**src/hdl/vlts_pkg.sv**
```systemverilog
// Shared types and constants for the video line timing / status block.
// Holds the transaction structs, operation and offset codes and flag bit positions.
// No dependencies.
`default_nettype none

package vlts_pkg;

    // Line counter and match line width
    localparam int LINE_W  = 9;
    localparam int NUM_CPU = 2;

    // Default timing
    localparam int DRAWING_LINES_DEF  = 192;
    localparam int BLANKING_LINES_DEF = 71;
    localparam int RENDER_LEAD_DEF    = 48;

    // Operation codes
    localparam logic [1:0] OP_LINE_START = 2'd0;
    localparam logic [1:0] OP_HBLANK     = 2'd1;
    localparam logic [1:0] OP_READ       = 2'd2;
    localparam logic [1:0] OP_WRITE      = 2'd3;

    // Byte offsets
    localparam logic [1:0] OFF_STATUS   = 2'd0;
    localparam logic [1:0] OFF_MATCH_LO = 2'd1;
    localparam logic [1:0] OFF_LINE_LO  = 2'd2;
    localparam logic [1:0] OFF_LINE_HI  = 2'd3;

    // Bit positions in status flags and interrupt enables
    localparam int FLAG_VBLANK = 0;
    localparam int FLAG_HBLANK = 1;
    localparam int FLAG_MATCH  = 2;

    typedef struct packed {
        logic [1:0] op;
        logic       cpu_select;
        logic [1:0] byte_offset;
        logic [7:0] write_data;
    } t_vlts_in;

    typedef struct packed {
        logic [7:0] read_data;
        logic       irq_a_vcount;
        logic       irq_a_vblank;
        logic       irq_a_hblank;
        logic       irq_b_vcount;
        logic       irq_b_vblank;
        logic       irq_b_hblank;
        logic       dma_vblank_req;
        logic       dma_hblank_req;
        logic       frame_end;
        logic       render_start;
    } t_vlts_out;

endpackage

`default_nettype wire

```
**src/hdl/vlts_in_stage.sv**
```systemverilog
// Input register stage: holds one accepted transaction until the engine takes it.
// Depends on vlts_pkg.
`default_nettype none

module vlts_in_stage (
    input  wire logic              i_clk,
    input  wire logic              i_rst_n,
    input  wire logic              i_valid,
    output logic                   o_stall,
    input  wire vlts_pkg::t_vlts_in i_data,
    output logic                   o_valid,
    input  wire logic              i_take,
    output vlts_pkg::t_vlts_in      o_data
);
    import vlts_pkg::*;

    logic     r_valid;
    t_vlts_in r_data;
    logic     w_accept;

    // Full and not draining this cycle: hold off the sender
    assign o_stall  = r_valid && !i_take;
    assign w_accept = i_valid && !o_stall;

    // Valid flag
    always_ff @(posedge i_clk) begin
        if (!i_rst_n) begin
            r_valid <= 1'b0;
        end else if (w_accept) begin
            r_valid <= 1'b1;
        end else if (i_take) begin
            r_valid <= 1'b0;
        end
    end

    // Payload
    always_ff @(posedge i_clk) begin
        if (w_accept) begin
            r_data <= i_data;
        end
    end

    assign o_valid = r_valid;
    assign o_data  = r_data;

endmodule

`default_nettype wire

```
**src/hdl/vlts_engine.sv**
```systemverilog
// Timing state and status registers with the per-transaction update logic.
// Computes one result per transaction; state commits when i_fire is high.
// Depends on vlts_pkg.
`default_nettype none

module vlts_engine #(
    parameter int DRAWING_LINES  = vlts_pkg::DRAWING_LINES_DEF,
    parameter int BLANKING_LINES = vlts_pkg::BLANKING_LINES_DEF,
    parameter int RENDER_LEAD    = vlts_pkg::RENDER_LEAD_DEF
) (
    input  wire logic               i_clk,
    input  wire logic               i_rst_n,
    input  wire logic               i_fire,
    input  wire vlts_pkg::t_vlts_in i_item,
    output vlts_pkg::t_vlts_out     o_result
);
    import vlts_pkg::*;

    localparam int TOTAL_LINES = DRAWING_LINES + BLANKING_LINES;
    localparam int RENDER_LINE = TOTAL_LINES - RENDER_LEAD;
    localparam bit RENDER_OK   = (RENDER_LINE >= 0);

    localparam logic [LINE_W:0]   C_TOTAL_X  = (LINE_W + 1)'(TOTAL_LINES);
    localparam logic [LINE_W-1:0] C_DRAW     = LINE_W'(DRAWING_LINES);
    localparam logic [LINE_W-1:0] C_LAST     = LINE_W'(TOTAL_LINES - 1);
    localparam logic [LINE_W-1:0] C_RENDER   = RENDER_OK ? LINE_W'(RENDER_LINE) : '0;

    // State
    logic [LINE_W-1:0] r_line,  n_line;
    logic [LINE_W-1:0] r_match [NUM_CPU];
    logic [LINE_W-1:0] n_match [NUM_CPU];
    logic [2:0]        r_flags [NUM_CPU];
    logic [2:0]        n_flags [NUM_CPU];
    logic [2:0]        r_en    [NUM_CPU];
    logic [2:0]        n_en    [NUM_CPU];

    // Working signals
    logic [LINE_W:0]   w_sum;
    logic              w_wrap;
    logic [LINE_W-1:0] w_line_ev;
    logic              w_vb_hit;
    logic              w_vb_end;
    logic [NUM_CPU-1:0] w_vc_pulse;
    logic [NUM_CPU-1:0] w_vb_irq;
    logic [NUM_CPU-1:0] w_hb_irq;
    logic              w_dma_hb;
    logic [7:0]        w_rd;
    logic [LINE_W-1:0] w_sel_match;
    logic [2:0]        w_sel_flags;
    logic [2:0]        w_sel_en;

    // Next line value for a line-start event
    assign w_sum     = {1'b0, r_line} + (LINE_W + 1)'(1);
    assign w_wrap    = (w_sum >= C_TOTAL_X);
    assign w_line_ev = w_wrap ? '0 : w_sum[LINE_W-1:0];
    assign w_vb_hit  = (w_line_ev == C_DRAW);
    assign w_vb_end  = (w_line_ev == C_LAST);

    // Selected processor's register for reads
    assign w_sel_match = i_item.cpu_select ? r_match[1] : r_match[0];
    assign w_sel_flags = i_item.cpu_select ? r_flags[1] : r_flags[0];
    assign w_sel_en    = i_item.cpu_select ? r_en[1]    : r_en[0];

    // Read mux
    always_comb begin
        unique case (i_item.byte_offset)
            OFF_STATUS:   w_rd = {w_sel_match[LINE_W-1], 1'b0, w_sel_en, w_sel_flags};
            OFF_MATCH_LO: w_rd = w_sel_match[7:0];
            OFF_LINE_LO:  w_rd = r_line[7:0];
            OFF_LINE_HI:  w_rd = {7'd0, r_line[LINE_W-1]};
            default:      w_rd = '0;
        endcase
    end

    // Per-transaction update
    always_comb begin
        n_line     = r_line;
        n_match    = r_match;
        n_flags    = r_flags;
        n_en       = r_en;
        w_vc_pulse = '0;
        w_vb_irq   = '0;
        w_hb_irq   = '0;
        w_dma_hb   = 1'b0;
        o_result   = '0;

        unique case (i_item.op)
            OP_LINE_START: begin
                n_line                  = w_line_ev;
                o_result.frame_end      = w_wrap;
                o_result.dma_vblank_req = w_vb_hit;
                o_result.render_start   = RENDER_OK && (w_line_ev == C_RENDER);
                for (int c = 0; c < NUM_CPU; c++) begin
                    w_vc_pulse[c] = r_en[c][FLAG_MATCH] && !r_flags[c][FLAG_MATCH]
                                    && (r_match[c] == w_line_ev);
                    w_vb_irq[c]   = w_vb_hit && r_en[c][FLAG_VBLANK];
                    n_flags[c][FLAG_MATCH]  = (r_match[c] == w_line_ev);
                    n_flags[c][FLAG_VBLANK] = (r_flags[c][FLAG_VBLANK] || w_vb_hit)
                                              && !w_vb_end;
                    n_flags[c][FLAG_HBLANK] = 1'b0;
                end
            end
            OP_HBLANK: begin
                for (int c = 0; c < NUM_CPU; c++) begin
                    n_flags[c][FLAG_HBLANK] = 1'b1;
                    w_hb_irq[c] = r_en[c][FLAG_HBLANK];
                end
                w_dma_hb = (r_line < C_DRAW);
            end
            OP_READ: begin
                o_result.read_data = w_rd;
            end
            OP_WRITE: begin
                // Offsets two and three are line counter bytes: read only
                if (i_item.byte_offset == OFF_STATUS || i_item.byte_offset == OFF_MATCH_LO) begin
                    for (int c = 0; c < NUM_CPU; c++) begin
                        if (1'(c) == i_item.cpu_select) begin
                            if (i_item.byte_offset == OFF_STATUS) begin
                                n_en[c]              = i_item.write_data[5:3];
                                n_match[c][LINE_W-1] = i_item.write_data[7];
                            end else begin
                                n_match[c][7:0] = i_item.write_data;
                            end
                            w_vc_pulse[c] = n_en[c][FLAG_MATCH] && !r_flags[c][FLAG_MATCH]
                                            && (n_match[c] == r_line);
                            n_flags[c][FLAG_MATCH] = (n_match[c] == r_line);
                        end
                    end
                end
            end
            default: begin
                n_line = r_line;
            end
        endcase

        o_result.irq_a_vcount   = w_vc_pulse[0];
        o_result.irq_a_vblank   = w_vb_irq[0];
        o_result.irq_a_hblank   = w_hb_irq[0];
        o_result.irq_b_vcount   = w_vc_pulse[1];
        o_result.irq_b_vblank   = w_vb_irq[1];
        o_result.irq_b_hblank   = w_hb_irq[1];
        o_result.dma_hblank_req = w_dma_hb;
    end

    // State registers
    always_ff @(posedge i_clk) begin
        if (!i_rst_n) begin
            r_line <= LINE_W'(1);
            for (int c = 0; c < NUM_CPU; c++) begin
                r_match[c] <= '0;
                r_flags[c] <= '0;
                r_en[c]    <= '0;
            end
        end else if (i_fire) begin
            r_line  <= n_line;
            r_match <= n_match;
            r_flags <= n_flags;
            r_en    <= n_en;
        end
    end

endmodule

`default_nettype wire

```
**src/hdl/vlts_out_stage.sv**
```systemverilog
// Result register: holds one result transaction until the receiver takes it.
// Depends on vlts_pkg.
`default_nettype none

module vlts_out_stage (
    input  wire logic                i_clk,
    input  wire logic                i_rst_n,
    input  wire logic                i_load,
    input  wire vlts_pkg::t_vlts_out i_data,
    output logic                     o_ready,
    output logic                     o_valid,
    input  wire logic                i_stall,
    output vlts_pkg::t_vlts_out      o_data
);
    import vlts_pkg::*;

    logic      r_valid;
    t_vlts_out r_data;

    // Can load when empty or when the held result leaves this cycle
    assign o_ready = !r_valid || !i_stall;

    // Valid flag
    always_ff @(posedge i_clk) begin
        if (!i_rst_n) begin
            r_valid <= 1'b0;
        end else if (i_load) begin
            r_valid <= 1'b1;
        end else if (!i_stall) begin
            r_valid <= 1'b0;
        end
    end

    // Payload
    always_ff @(posedge i_clk) begin
        if (i_load) begin
            r_data <= i_data;
        end
    end

    assign o_valid = r_valid;
    assign o_data  = r_data;

endmodule

`default_nettype wire

```
**src/hdl/video_line_timing_status.sv**
```systemverilog
// Top level of the scanline timing unit with per-processor display status registers.
// Instantiates vlts_in_stage, vlts_engine and vlts_out_stage; depends on vlts_pkg.
//
//   Channel   Valid        Stall        Payload
//   input     i_in_valid   o_in_stall   i_in_data  (t_vlts_in)
//   output    o_out_valid  i_out_stall  o_out_data (t_vlts_out)
//
// One transaction per cycle sustained while i_out_stall is low; a transaction passes
// the input register, then the engine's single-pass update into the result register.
// Synchronous active-low reset empties both stages; line counter resets to 1,
// match lines, flags and enables to 0.
// A stalled result holds in the result register; the input register still
// takes one more transaction, then o_in_stall rises.
`default_nettype none

module video_line_timing_status #(
    parameter int DRAWING_LINES  = vlts_pkg::DRAWING_LINES_DEF,
    parameter int BLANKING_LINES = vlts_pkg::BLANKING_LINES_DEF,
    parameter int RENDER_LEAD    = vlts_pkg::RENDER_LEAD_DEF
) (
    input  wire logic                i_clk,
    input  wire logic                i_rst_n,
    input  wire logic                i_in_valid,
    output logic                     o_in_stall,
    input  wire vlts_pkg::t_vlts_in  i_in_data,
    output logic                     o_out_valid,
    input  wire logic                i_out_stall,
    output vlts_pkg::t_vlts_out      o_out_data
);
    import vlts_pkg::*;

    logic      w_in_valid;
    t_vlts_in  w_item;
    logic      w_out_ready;
    logic      w_take;
    t_vlts_out w_result;

    // Engine consumes the held transaction when the result register can load
    assign w_take = w_in_valid && w_out_ready;

    vlts_in_stage u_in (
        .i_clk   (i_clk),
        .i_rst_n (i_rst_n),
        .i_valid (i_in_valid),
        .o_stall (o_in_stall),
        .i_data  (i_in_data),
        .o_valid (w_in_valid),
        .i_take  (w_take),
        .o_data  (w_item)
    );

    vlts_engine #(
        .DRAWING_LINES  (DRAWING_LINES),
        .BLANKING_LINES (BLANKING_LINES),
        .RENDER_LEAD    (RENDER_LEAD)
    ) u_engine (
        .i_clk    (i_clk),
        .i_rst_n  (i_rst_n),
        .i_fire   (w_take),
        .i_item   (w_item),
        .o_result (w_result)
    );

    vlts_out_stage u_out (
        .i_clk   (i_clk),
        .i_rst_n (i_rst_n),
        .i_load  (w_take),
        .i_data  (w_result),
        .o_ready (w_out_ready),
        .o_valid (o_out_valid),
        .i_stall (i_out_stall),
        .o_data  (o_out_data)
    );

    // Input side only stalls while it holds a transaction
    a_stall_needs_item: assert property (@(posedge i_clk) disable iff (!i_rst_n)
        o_in_stall |-> w_in_valid)
        else $error("input stalled with empty input register");

    // Line-start pulses never coincide with hblank pulses
    a_line_vs_hblank: assert property (@(posedge i_clk) disable iff (!i_rst_n)
        (o_out_valid && (o_out_data.frame_end || o_out_data.dma_vblank_req ||
                         o_out_data.render_start))
        |-> !(o_out_data.irq_a_hblank || o_out_data.irq_b_hblank ||
              o_out_data.dma_hblank_req))
        else $error("line-start and hblank pulses in one result");

    // Nonzero read data only on reads: no vcount, frame-end, hblank or vblank DMA pulse goes with it
    a_read_alone: assert property (@(posedge i_clk) disable iff (!i_rst_n)
        (o_out_valid && (o_out_data.read_data != 8'd0))
        |-> !(o_out_data.irq_a_vcount || o_out_data.irq_b_vcount ||
              o_out_data.frame_end || o_out_data.irq_a_hblank ||
              o_out_data.irq_b_hblank || o_out_data.dma_vblank_req))
        else $error("read data together with event pulses");

    // A taken transaction always lands in the result register
    a_take_lands: assert property (@(posedge i_clk) disable iff (!i_rst_n)
        w_take |=> o_out_valid)
        else $error("result lost after engine update");

endmodule

`default_nettype wire
```
**config.mk**
```make
export PLATFORM = sky130hd
export DESIGN_NAME = video_line_timing_status
export DESIGN_NICKNAME = d
export VERILOG_FILES = /design/src/hdl/vlts_pkg.sv /design/src/hdl/vlts_in_stage.sv /design/src/hdl/vlts_engine.sv /design/src/hdl/vlts_out_stage.sv /design/src/hdl/video_line_timing_status.sv
export SDC_FILE = /design/constraint.sdc
export NUM_CORES = 1
export LEC_CHECK = 0
export BUFFER_PORTS_ARGS = -buffer_cell sky130_fd_sc_hd__buf_4
export CAP_MARGIN = 25
export CORE_UTILIZATION = 50
export CTS_CLUSTER_DIAMETER = 50
export DETAILED_ROUTE_END_ITERATION = 6
export PLACE_DENSITY_LB_ADDON = 0.05
export REMOVE_ABC_BUFFERS = 1
export SYNTH_ARGS = -nofsm -noshare
export SYNTH_HDL_FRONTEND = slang
export SYNTH_HIERARCHICAL = 1
export SYNTH_SLANG_ARGS = --single-unit
```
**constraint.sdc**
```tcl
create_clock -name i_clk -period 8.2 [get_ports i_clk]
set_input_delay 0.41 -clock i_clk [delete_from_list [all_inputs] [get_ports i_clk]]
set_output_delay 0.41 -clock i_clk [all_outputs]
set_load 0.02 [all_outputs]
```
==> key figures, run 1 <==
Status
  – Status: complete, no violations

Clock network
  – Clk root buf: clkbuf_8
  – CTS clock-pin slew for the worst setup and hold paths: 0.09 ns
  – TritonCTS clock tree: yes
  – Clock sinks: 71
  – Longest Clk Path Bufs: 2
  – Hold-fix buffers, CTS: 0
  – Clk_lat worst skew: 0.35 ns
  – Buffer count from post-CTS setup fixing: 0
  – TritonCTS Buffers: 9
  – H-tree depth: 3
  – # resized after CTS: 0

Die
  – Die width: 93.9 um
  – Die area: 8820 um^2
  – Core area: 8220 um^2
  – Die Y-Extent: 93.9 um
  – Initial Util: 51.4%
  – IO Count: 37
  – Placement row count: 33

Synth
  – Number of synthesized flops with an enable pin: 31
  – Largest family of logic cells by synthesized area: simple AND/OR/NAND/NOR gates
  – Syn_area_per_cell: 9.35 um^2
  – Mux cell area share after synthesis: 9.83%
  – Count of cell types in the netlist: 67
  – Synth Instances: 452
  – Post-Synth XOR/XNOR Area: 6.99%
  – Seq cells post-synth: 71
  – Synth warnings: 6
  – Register area share after synthesis: 41.0%
  – Post-Synth Simple-Gate Area: 21.1%
  – Primary FF master, synth: dfxtp_1
  – Compound-Gate Fraction of Synth Area: 14.9%
  – Adder-Cell Fraction of Synth Area: 1.78%
  – Post-Syn Area: 4230 um^2
  – Async SR Flop Fraction: 0%

Global route
  – Vias in the first global route: 3135
  – First-pass GRT wire length: 17.7 mm
  – Initial antenna violation count: 0
  – Pin count of the biggest net entering global routing: 31
  – Total grt overflow: 0
  – GRT Total Usage: 27.3%

Placed design
  – Placed Cells: 570
  – HPWL Detailed: 8.40 mm
  – I/O Buffers: 36
  – Final GP Congestion: 0.988

Timing
  – Slew HR: 36.6%
  – Final Max Slew Viols: 0
  – Final setup violation count: 0
  – Fin crit period: 3.99 ns
  – Setup TNS: 0 ns
  – Period Utilization, post-route: 48.6%
  – Worst-Margin Slew: 0.942 ns
  – Final hold vios: 0
  – Skew final: 0.0151 ns
  – Worst hold margin: 0.226 ns
  – RSZ-0062 raised after global routing: false
  – Fmax: 251 MHz

Layout
  – Antenna cells: 0
  – Layout cells sized above 1: 15.4%
  – Layout area overhead: 12.4%
  – Fill cells: 703
  – Nets@finish: 499
  – Layout Cells excl Fill: 586

Critical path
  – Critical Path RT: 8.40 ns
  – Crit path kind: reg -> reg
  – CP Max Fanout: 18
  – Worst EP arrival: 4.18 ns
  – Crit end category: flip-flop
  – Worst Setup Start Kind: flip-flop

Job
  – Max-cap violation count: 0

Route
  – Routed WL: 11.5 mm
  – Drc violations: 0
  – Vias per std cell: 6.03
  – Post-DRT Antenna Nets: 0
  – Wire per inst: 19.6 um
  – Routed vias: 3532
  – DRT Pass-1 Iters: 5
  – Iteration-0 DRC Markers: 238

Worst hold path
  – Worst hold path type: in -> reg

Pwr
  – Pwr Density: 163 nW/um^2
  – Total Power: 774 uW
  – Worst VDD drop: 0.139 mV
  – Leakage power: 0.00167 uW
-- kinds of logic (layout without fill, tap and decap cells) --
kind of cell / Yosys count / after routing
AO/OA/AOI/OAI: 97 / 97
flip-flops: 71 / 71
adder cells (fa/ha/maj): 6 / 6
multiplexers: 40 / 40
AND/OR/NAND/NOR: 165 / 165
buffers and inverters: 41 / 70
XOR/XNOR: 32 / 32
-- flip-flops by register name, indices dropped and copies added, names as in the netlist --
signal            count
u_engine/r_flags      5
u_engine/r_line       9
u_out/o_data         18
u_out/o_valid         1
u_engine/r_en         6
u_in/o_data          13
u_in/o_valid          1
u_engine/r_match     18
-- report_power, final --
group | internal (uW) | switching (uW) | total [uW]
sequential | 381 | 13.2 | 395
clock | 150 | 140 | 290
combinational | 39.1 | 50.5 | 89.6
-- synthesized netlist by cell type (all sizes together), types with 5 or more instances --
cell | count | share of area [%]
nand3 | 12 | 1.4
o22ai | 9 | 1.3
dfxtp | 40 | 19
inv | 11 | 0.98
o21ai | 13 | 1.5
nand3b | 5 | 0.89
xnor2 | 30 | 6.6
ha | 6 | 1.8
clkbuf | 15 | 1.3
nand2 | 16 | 1.4
edfxtp | 31 | 22
nor3 | 13 | 1.5
a21oi | 43 | 5.2
or4 | 5 | 0.98
nor2b | 14 | 2.3
buf | 14 | 2.0
and2 | 15 | 2.3
nor2 | 54 | 4.8
nor4 | 10 | 1.8
mux2i | 37 | 8.8
nand4 | 7 | 1.2
-- stage by stage --
step | utilization, % | worst slack [ns] | area (um^2)
detailed placement | 55.4 | 4.32 | 4550
global placement | 55.0 | 4.37 | 4520
CTS | 57.8 | 4.31 | 4750
finish | 57.8 | 4.21 | 4750
floorplan | - | 4.92 | 4080
global route | 57.8 | 4.10 | 4750
-- path summary, 6_finish.rpt --
kind | from | end | slack [ns] | cells past startpoint
worst min-delay path | i_in_data[11] | u_in/o_data[11]$_DFFE_PP_ | 0.23 | 1
worst max-delay path | u_engine/r_line[0]$_SDFFE_PN1P_ | u_out/o_data[9]$_DFFE_PP_ | 4.21 | 9
worst max register to register | u_engine/r_line[0]$_SDFFE_PN1P_ | u_out/o_data[9]$_DFFE_PP_ | 4.21 | 9
worst min register to register | u_engine/r_flags[3]$_SDFFE_PN0P_ | u_engine/r_flags[3]$_SDFFE_PN0P_ | 0.48 | 2
-- cell usage in the layout (no fill, tap or decap), types with 10 or more instances in the layout --
master	count
buf_4	41
inv_1	11
nand3_1	12
nor2b_1	13
nor2_1	54
mux2i_1	37
clkbuf_8	10
a21oi_1	42
edfxtp_1	31
o21ai_0	13
nand2_1	16
dfxtp_1	40
nor3_1	13
and2_1	14
xnor2_1	28
-- worst max-delay path, cell delays in order, from the launching register on --
cell	delay, ns
dfxtp_1	0.74
ha_1	0.53
inv_1	0.20
nor3_1	0.41
xnor2_1	0.16
a21oi_2	0.31
or2_1	0.49
o2111ai_1	0.23
or4_4	0.57
a211oi_2	0.19
-- cell type report --
type / count / area, um^2 / share of cell area [%]
Multi-Input combinational cell: 340 / 2310 / 48.6
Tap cell: 105 / 131 / 2.77
Timing Repair Buffer: 42 / 335 / 7.06
Inverter: 12 / 45.0 / 0.948
Sequential cell: 71 / 1730 / 36.5
Clock buffer: 11 / 141 / 2.98
Clock inverter: 5 / 57.6 / 1.21
-- per-layer routing --
layer  track usage (%)  share of wire, %  vias to the layer above  routed length (um)
met1              38.2                46                     1668                5340
met5                 0                 0                        -                   0
met3              3.72               5.7                       25                 659
met4              10.1               2.2                        0                 255
met2              42.7                46                      149                5250
li1                  -                 -                     1690                   -
(Power assumes the default switching activity.)
==> inputs of run 2 (changes only) <==
==> constraint.sdc (replaced) <==
create_clock -name i_clk -period 3.9 [get_ports i_clk]
set_input_delay 0.195 -clock i_clk [delete_from_list [all_inputs] [get_ports i_clk]]
set_output_delay 0.195 -clock i_clk [all_outputs]
set_load 0.02 [all_outputs]
==> run 2 against run 1 <==
Net effect: sequential share of layout area decreased by 0.72 points; hold slack got worse by 0.20 ns; non-clock buffer count increased by 13; register-to-register slack got worse by 3.6 ns; clock power increased by 100%; sequential cell count unchanged; final cell count increased by 2.2%; global-route usage decreased by 0.12 points.
==> key figures, run 2 (synthesized netlist as in run 1, its figures left out) <==
Status
  – Status: complete, no violations

Timing
  – Skew final: 0.0104 ns
  – Final Max Slew Viols: 0
  – Fmax: 308 MHz
  – Slew HR: 31.1%
  – Final setup violation count: 0
  – RSZ-0062 raised after global routing: false
  – Worst hold margin: 0.0234 ns
  – Setup TNS: 0 ns
  – Period Utilization, post-route: 83.2%
  – Final hold vios: 0
  – Fin crit period: 3.24 ns
  – Worst-Margin Slew: 1.02 ns

Die
  – Placement row count: 33
  – Core area: 8220 um^2
  – Die area: 8820 um^2
  – Die Y-Extent: 93.9 um
  – IO Count: 37
  – Initial Util: 51.4%
  – Die width: 93.9 um

Global route
  – First-pass GRT wire length: 17.8 mm
  – GRT Total Usage: 27.2%
  – Vias in the first global route: 3315
  – Pin count of the biggest net entering global routing: 27
  – Initial antenna violation count: 0
  – Total grt overflow: 0

Pwr
  – Pwr Density: 334 nW/um^2
  – Comb power frac: 12.6%
  – P_int: 1180 uW
  – Leakage power: 0.00173 uW
  – Switching Fraction: 26.7%
  – Clock group share of total power: 36.6%
  – Worst VDD drop: 0.225 mV
  – Switch Pwr: 432 uW
  – Reg power frac: 50.8%

Layout
  – Layout area overhead: 14.7%
  – Commonest cells after routing, fill and taps aside: buf_4 (54), nor2_1 (54), a21oi_1 (42), dfxtp_1 (40), mux2i_1 (37)
  – Antenna cells: 0
  – Layout cells sized above 1: 17.6%
  – Nets@finish: 512
  – Layout Cells excl Fill: 599

Route
  – Routed vias: 3593
  – Wire per inst: 19.1 um
  – Drc violations: 0
  – DRT Pass-1 Iters: 5
  – Routed WL: 11.4 mm
  – Post-DRT Antenna Nets: 0
  – Iteration-0 DRC Markers: 242
  – Vias per std cell: 6.00

Critical path
  – Worst Setup Start Kind: flip-flop
  – CP Max Fanout: 10
  – Worst EP arrival: 3.42 ns
  – Crit end category: flip-flop
  – Critical Path RT: 4.08 ns
  – Crit path kind: reg -> reg

Clock network
  – Clk root buf: clkbuf_8
  – Longest Clk Path Bufs: 2
  – H-tree depth: 3
  – TritonCTS Buffers: 9
  – Clk_lat worst skew: 0.34 ns
  – Hold-fix buffers, CTS: 0
  – # resized after CTS: 0
  – Clock sinks: 71
  – TritonCTS clock tree: yes
  – Buffer count from post-CTS setup fixing: 0
  – CTS clock-pin slew for the worst setup and hold paths: 0.08 ns

Placed design
  – I/O Buffers: 36
  – Placed Cells: 583
  – Final GP Congestion: 0.937
  – HPWL Detailed: 8.59 mm

Worst hold path
  – Worst hold path type: in -> reg

Job
  – Max-cap violation count: 0
[run 2: stage by stage]
step	total power, uW	utilization (%)	cell area [um^2]	setup WS, ns
after floorplan	960	-	4080	0.616
after global placement	1040	56.2	4620	0.825
after detailed placement	1040	56.6	4650	0.731
after CTS	1630	59.0	4840	0.699
after global routing	1670	59.0	4840	0.526
final	1620	59.0	4840	0.656
[run 2: worst paths after layout]
| path | from | end | slack, ns | depth (start not counted) |
|---|---|---|---|---|
| max | u_engine/r_line[2]$_SDFFE_PN0P_ | u_out/o_data[9]$_DFFE_PP_ | 0.66 | 8 |
| min | i_in_data[10] | u_in/o_data[10]$_DFFE_PP_ | 0.02 | 1 |
| max reg2reg | u_engine/r_line[2]$_SDFFE_PN0P_ | u_out/o_data[9]$_DFFE_PP_ | 0.66 | 8 |
| min reg2reg | u_engine/r_flags[0]$_SDFFE_PN0P_ | u_engine/r_flags[0]$_SDFFE_PN0P_ | 0.48 | 2 |
[run 2: power groups by stage]
stage	clock network (uW)	registers, uW	logic [uW]
after floorplan	0	855	105
after global placement	0	837	198
after detailed placement	0	838	202
after CTS	606	821	203
after global routing	630	824	220
final	592	821	204
[run 2: cell type report]
cell class              count  area, um^2
fillers                   740        3370
multi-input cells         340        2310
flip-flops and latches     71        1730
repair buffers             55         433
well taps                 105         131
clock buffers               9         124
clock inverters             7        72.6
inverters                  12        45.0
[run 2: worst max-delay path, stage by stage (launching register included)]
cell and delay [ns]:
dfxtp_1 0.56, nand4_2 0.28, nor3_1 0.43, xnor2_1 0.22, a21oi_2 0.12, or3_4 0.42, a211o_1 0.32, or4_4 0.52
a211oi_2 0.20
[run 2: routing by layer]
metal,GRT usage [%],routed length [um],up-vias
met1,37.9,5280,1695
met3,3.88,684,31
met4,10.1,320,0
met5,0,0,-
met2,42.5,5140,151
li1,-,-,1716
==> inputs of run 3 (changes only) <==
--- a/config.mk
+++ b/config.mk
@@ -5,6 +5,7 @@
 export SDC_FILE = /design/constraint.sdc
 export NUM_CORES = 1
 export LEC_CHECK = 0
+export ABC_AREA = 1
 export BUFFER_PORTS_ARGS = -buffer_cell sky130_fd_sc_hd__buf_4
 export CAP_MARGIN = 25
 export CORE_UTILIZATION = 50
==> constraint.sdc (replaced) <==
create_clock -name i_clk -period 2.9 [get_ports i_clk]
set_input_delay 0.145 -clock i_clk [delete_from_list [all_inputs] [get_ports i_clk]]
set_output_delay 0.145 -clock i_clk [all_outputs]
set_load 0.02 [all_outputs]
==> run 3 against run 2 <==
Net effect: routed wire length is 8.8% higher; first-iteration DRC count is 130% higher; largest cell class unchanged; synthesized area is 3.0% lower; sequential cell count stayed put.
==> key figures, run 3 <==
Route
  – Wire per inst: 18.1 um
  – Routed vias: 4011
  – Drc violations: 0
  – Iteration-0 DRC Markers: 552
  – Routed WL: 12.4 mm
  – Post-DRT Antenna Nets: 0
  – Vias per std cell: 5.86
  – DRT Pass-1 Iters: 6

Worst hold path
  – Worst hold path type: in -> reg

Synth
  – Post-Syn Area: 4100 um^2
  – Count leader, synth: nand2_1
  – Synth warnings: 6
  – Area contributors post-synth: edfxtp_1 (23%), dfxtp_1 (20%), nand2_1 (8.0%)
  – Primary FF master, synth: dfxtp_1
  – Async SR Flop Fraction: 0%
  – Synth cell count leaders: nand2_1 (87), inv_1 (68), o21ai_0 (64)
  – Synth Instances: 529
  – Count of cell types in the netlist: 45
  – Register area share after synthesis: 42.2%
  – Yosys top cell area share: 22.7%
  – Syn_area_per_cell: 7.75 um^2
  – Seq cells post-synth: 71
  – Number of synthesized flops with an enable pin: 31
  – Post-synth top area cell: edfxtp_1

Clock network
  – CTS clock-pin slew for the worst setup and hold paths: 0.09 ns
  – Longest Clk Path Bufs: 2
  – TritonCTS Buffers: 9
  – Clk_lat worst skew: 0.36 ns
  – H-tree depth: 3
  – Clk root buf: clkbuf_8
  – TritonCTS clock tree: yes
  – Clock sinks: 71

Placed design
  – Post-Place Cell Area: 4450 um^2
  – Place WS: 0.108 ns
  – Final GP Congestion: 1.04
  – I/O Buffers: 36
  – HPWL Detailed: 9.23 mm

Layout
  – Most common cell after layout, fill and taps aside: nand2_1
  – Antenna cells: 0
  – Commonest cells after routing, fill and taps aside: nand2_1 (87), inv_1 (68), o21ai_0 (64), a21oi_1 (49), buf_4 (45)
  – Nets@finish: 601
  – Layout cells sized above 1: 16.0%
  – Fin area: 4780 um^2
  – Layout area overhead: 16.7%

Die
  – Die width: 92.5 um
  – IO Count: 37
  – Die Y-Extent: 92.5 um
  – Initial Util: 52.2%
  – Placement row count: 32
  – Die area: 8560 um^2
  – Core area: 7850 um^2

Global route
  – Total grt overflow: 0
  – Initial antenna violation count: 0
  – Pin count of the biggest net entering global routing: 35
  – GRT Total Usage: 30.7%
  – First-pass GRT wire length: 19.7 mm
  – Vias in the first global route: 3811

Timing
  – Final hold vios: 0
  – Slew HR: 63.1%
  – Fin crit period: 2.59 ns
  – Final Max Slew Viols: 0
  – Fmax: 386 MHz
  – Final setup violation count: 0
  – Setup ws final: 0.312 ns
  – Worst-Margin Slew: 0.546 ns
  – Period Utilization, post-route: 89.2%
  – Skew final: 0.0173 ns

Pwr
  – Total Power: 2250 uW
  – Pwr Density: 471 nW/um^2
  – Worst VDD drop: 0.286 mV
  – Leakage power: 0.00201 uW

Critical path
  – Crit path kind: reg -> reg
  – Critical Path RT: 3.01 ns
  – Worst Setup Start Kind: flip-flop
  – CP Max Fanout: 14
  – Crit end category: flip-flop
  – Worst EP arrival: 2.70 ns

Status
  – Status: complete, no violations

Job
  – Max-cap violation count: 0
## run 3: cell types whose count changed in the layout (fill, tap and decap cells not counted), moves of 14 or more
cell     delta
nor2_1     -18
inv_1      +57
mux2i_1    -37
xnor2_1    -27
and2_1     -14
o21ai_0    +51
nand2_1    +71
xor2_1     +17
nand3_1    +20
## run 3: timing repair
| action | in CTS | in global routing |
|---|---|---|
| endpoints found under the hold margin | 13 | 0 |
| hold buffers | 13 | 0 |
| setup endpoints to repair | 0 | 8 |
| resized for setup | 0 | 4 |
| setup buffers | 0 | 0 |
## run 3: worst paths after layout
kind / depth (start not counted) / slack, ns / to / start
worst min-delay path: 3 / 0.05 / u_out/o_valid$_SDFFE_PN0P_ / i_out_stall
worst max register to register: 16 / 0.31 / u_out/o_data[9]$_DFFE_PP_ / u_engine/r_line[1]$_SDFFE_PN0P_
worst max-delay path: 16 / 0.31 / u_out/o_data[9]$_DFFE_PP_ / u_engine/r_line[1]$_SDFFE_PN0P_
worst min register to register: 2 / 0.46 / u_engine/r_flags[0]$_SDFFE_PN0P_ / u_engine/r_flags[0]$_SDFFE_PN0P_
## run 3: layout make-up
type / instances / area (um^2)
Clock buffer: 9 / 124
Clock inverter: 7 / 66.3
Fill cell: 741 / 3060
Inverter: 75 / 283
Multi-Input combinational cell: 363 / 1980
Sequential cell: 71 / 1740
Tap cell: 102 / 128
Timing Repair Buffer: 58 / 468
## run 3: cells by family after synthesis
group | Yosys count | share of synthesized area [%]
flip-flops | 71 | 42.2
AO/OA/AOI/OAI | 135 | 17.9
adder cells (fa/ha/maj) | 6 | 1.83
XOR/XNOR | 20 | 4.27
AND/OR/NAND/NOR | 202 | 24.2
buffers and inverters | 95 | 9.58
## run 3: stage by stage
stage,setup TNS (ns),util [%],hold WS [ns],cells
finish,0,61.0,0.0459,685
global route,-0.00108,61.0,0.0511,685
CTS,0,60.8,0.0406,685
detailed placement,0,56.8,0.324,656
global placement,0,56.8,0.323,656
floorplan,0,-,0.244,509
## run 3: layer usage
layer  vias to the layer above  wire (um)  GRT usage, %
li1                       1882          -             -
met1                      1855       5280          40.8
met2                       232       5480          47.8
met3                        42       1200          6.16
met4                         0        471          14.7
met5                         -          0             0
## run 3: power by group
| part | internal (uW) | leakage, uW | switching [uW] |
|---|---|---|---|
| Clock | 326 | 0.0000892 | 439 |
| Combinational | 132 | 0.00130 | 236 |
| Sequential | 1080 | 0.000624 | 35.8 |
## run 3: worst max-delay path: stages (launching register included)
cell,delay [ns]
dfxtp_2,0.46
ha_1,0.27
nand3_1,0.10
nand2_1,0.08
nand2_1,0.19
nor2_1,0.18
nand3_2,0.11
nand2_4,0.20
nand3_1,0.20
inv_1,0.12
nand2_1,0.07
nand2_1,0.10
nor2_1,0.05
nand2_1,0.05
nor2_1,0.03
nand3_1,0.07
a21oi_1,0.07
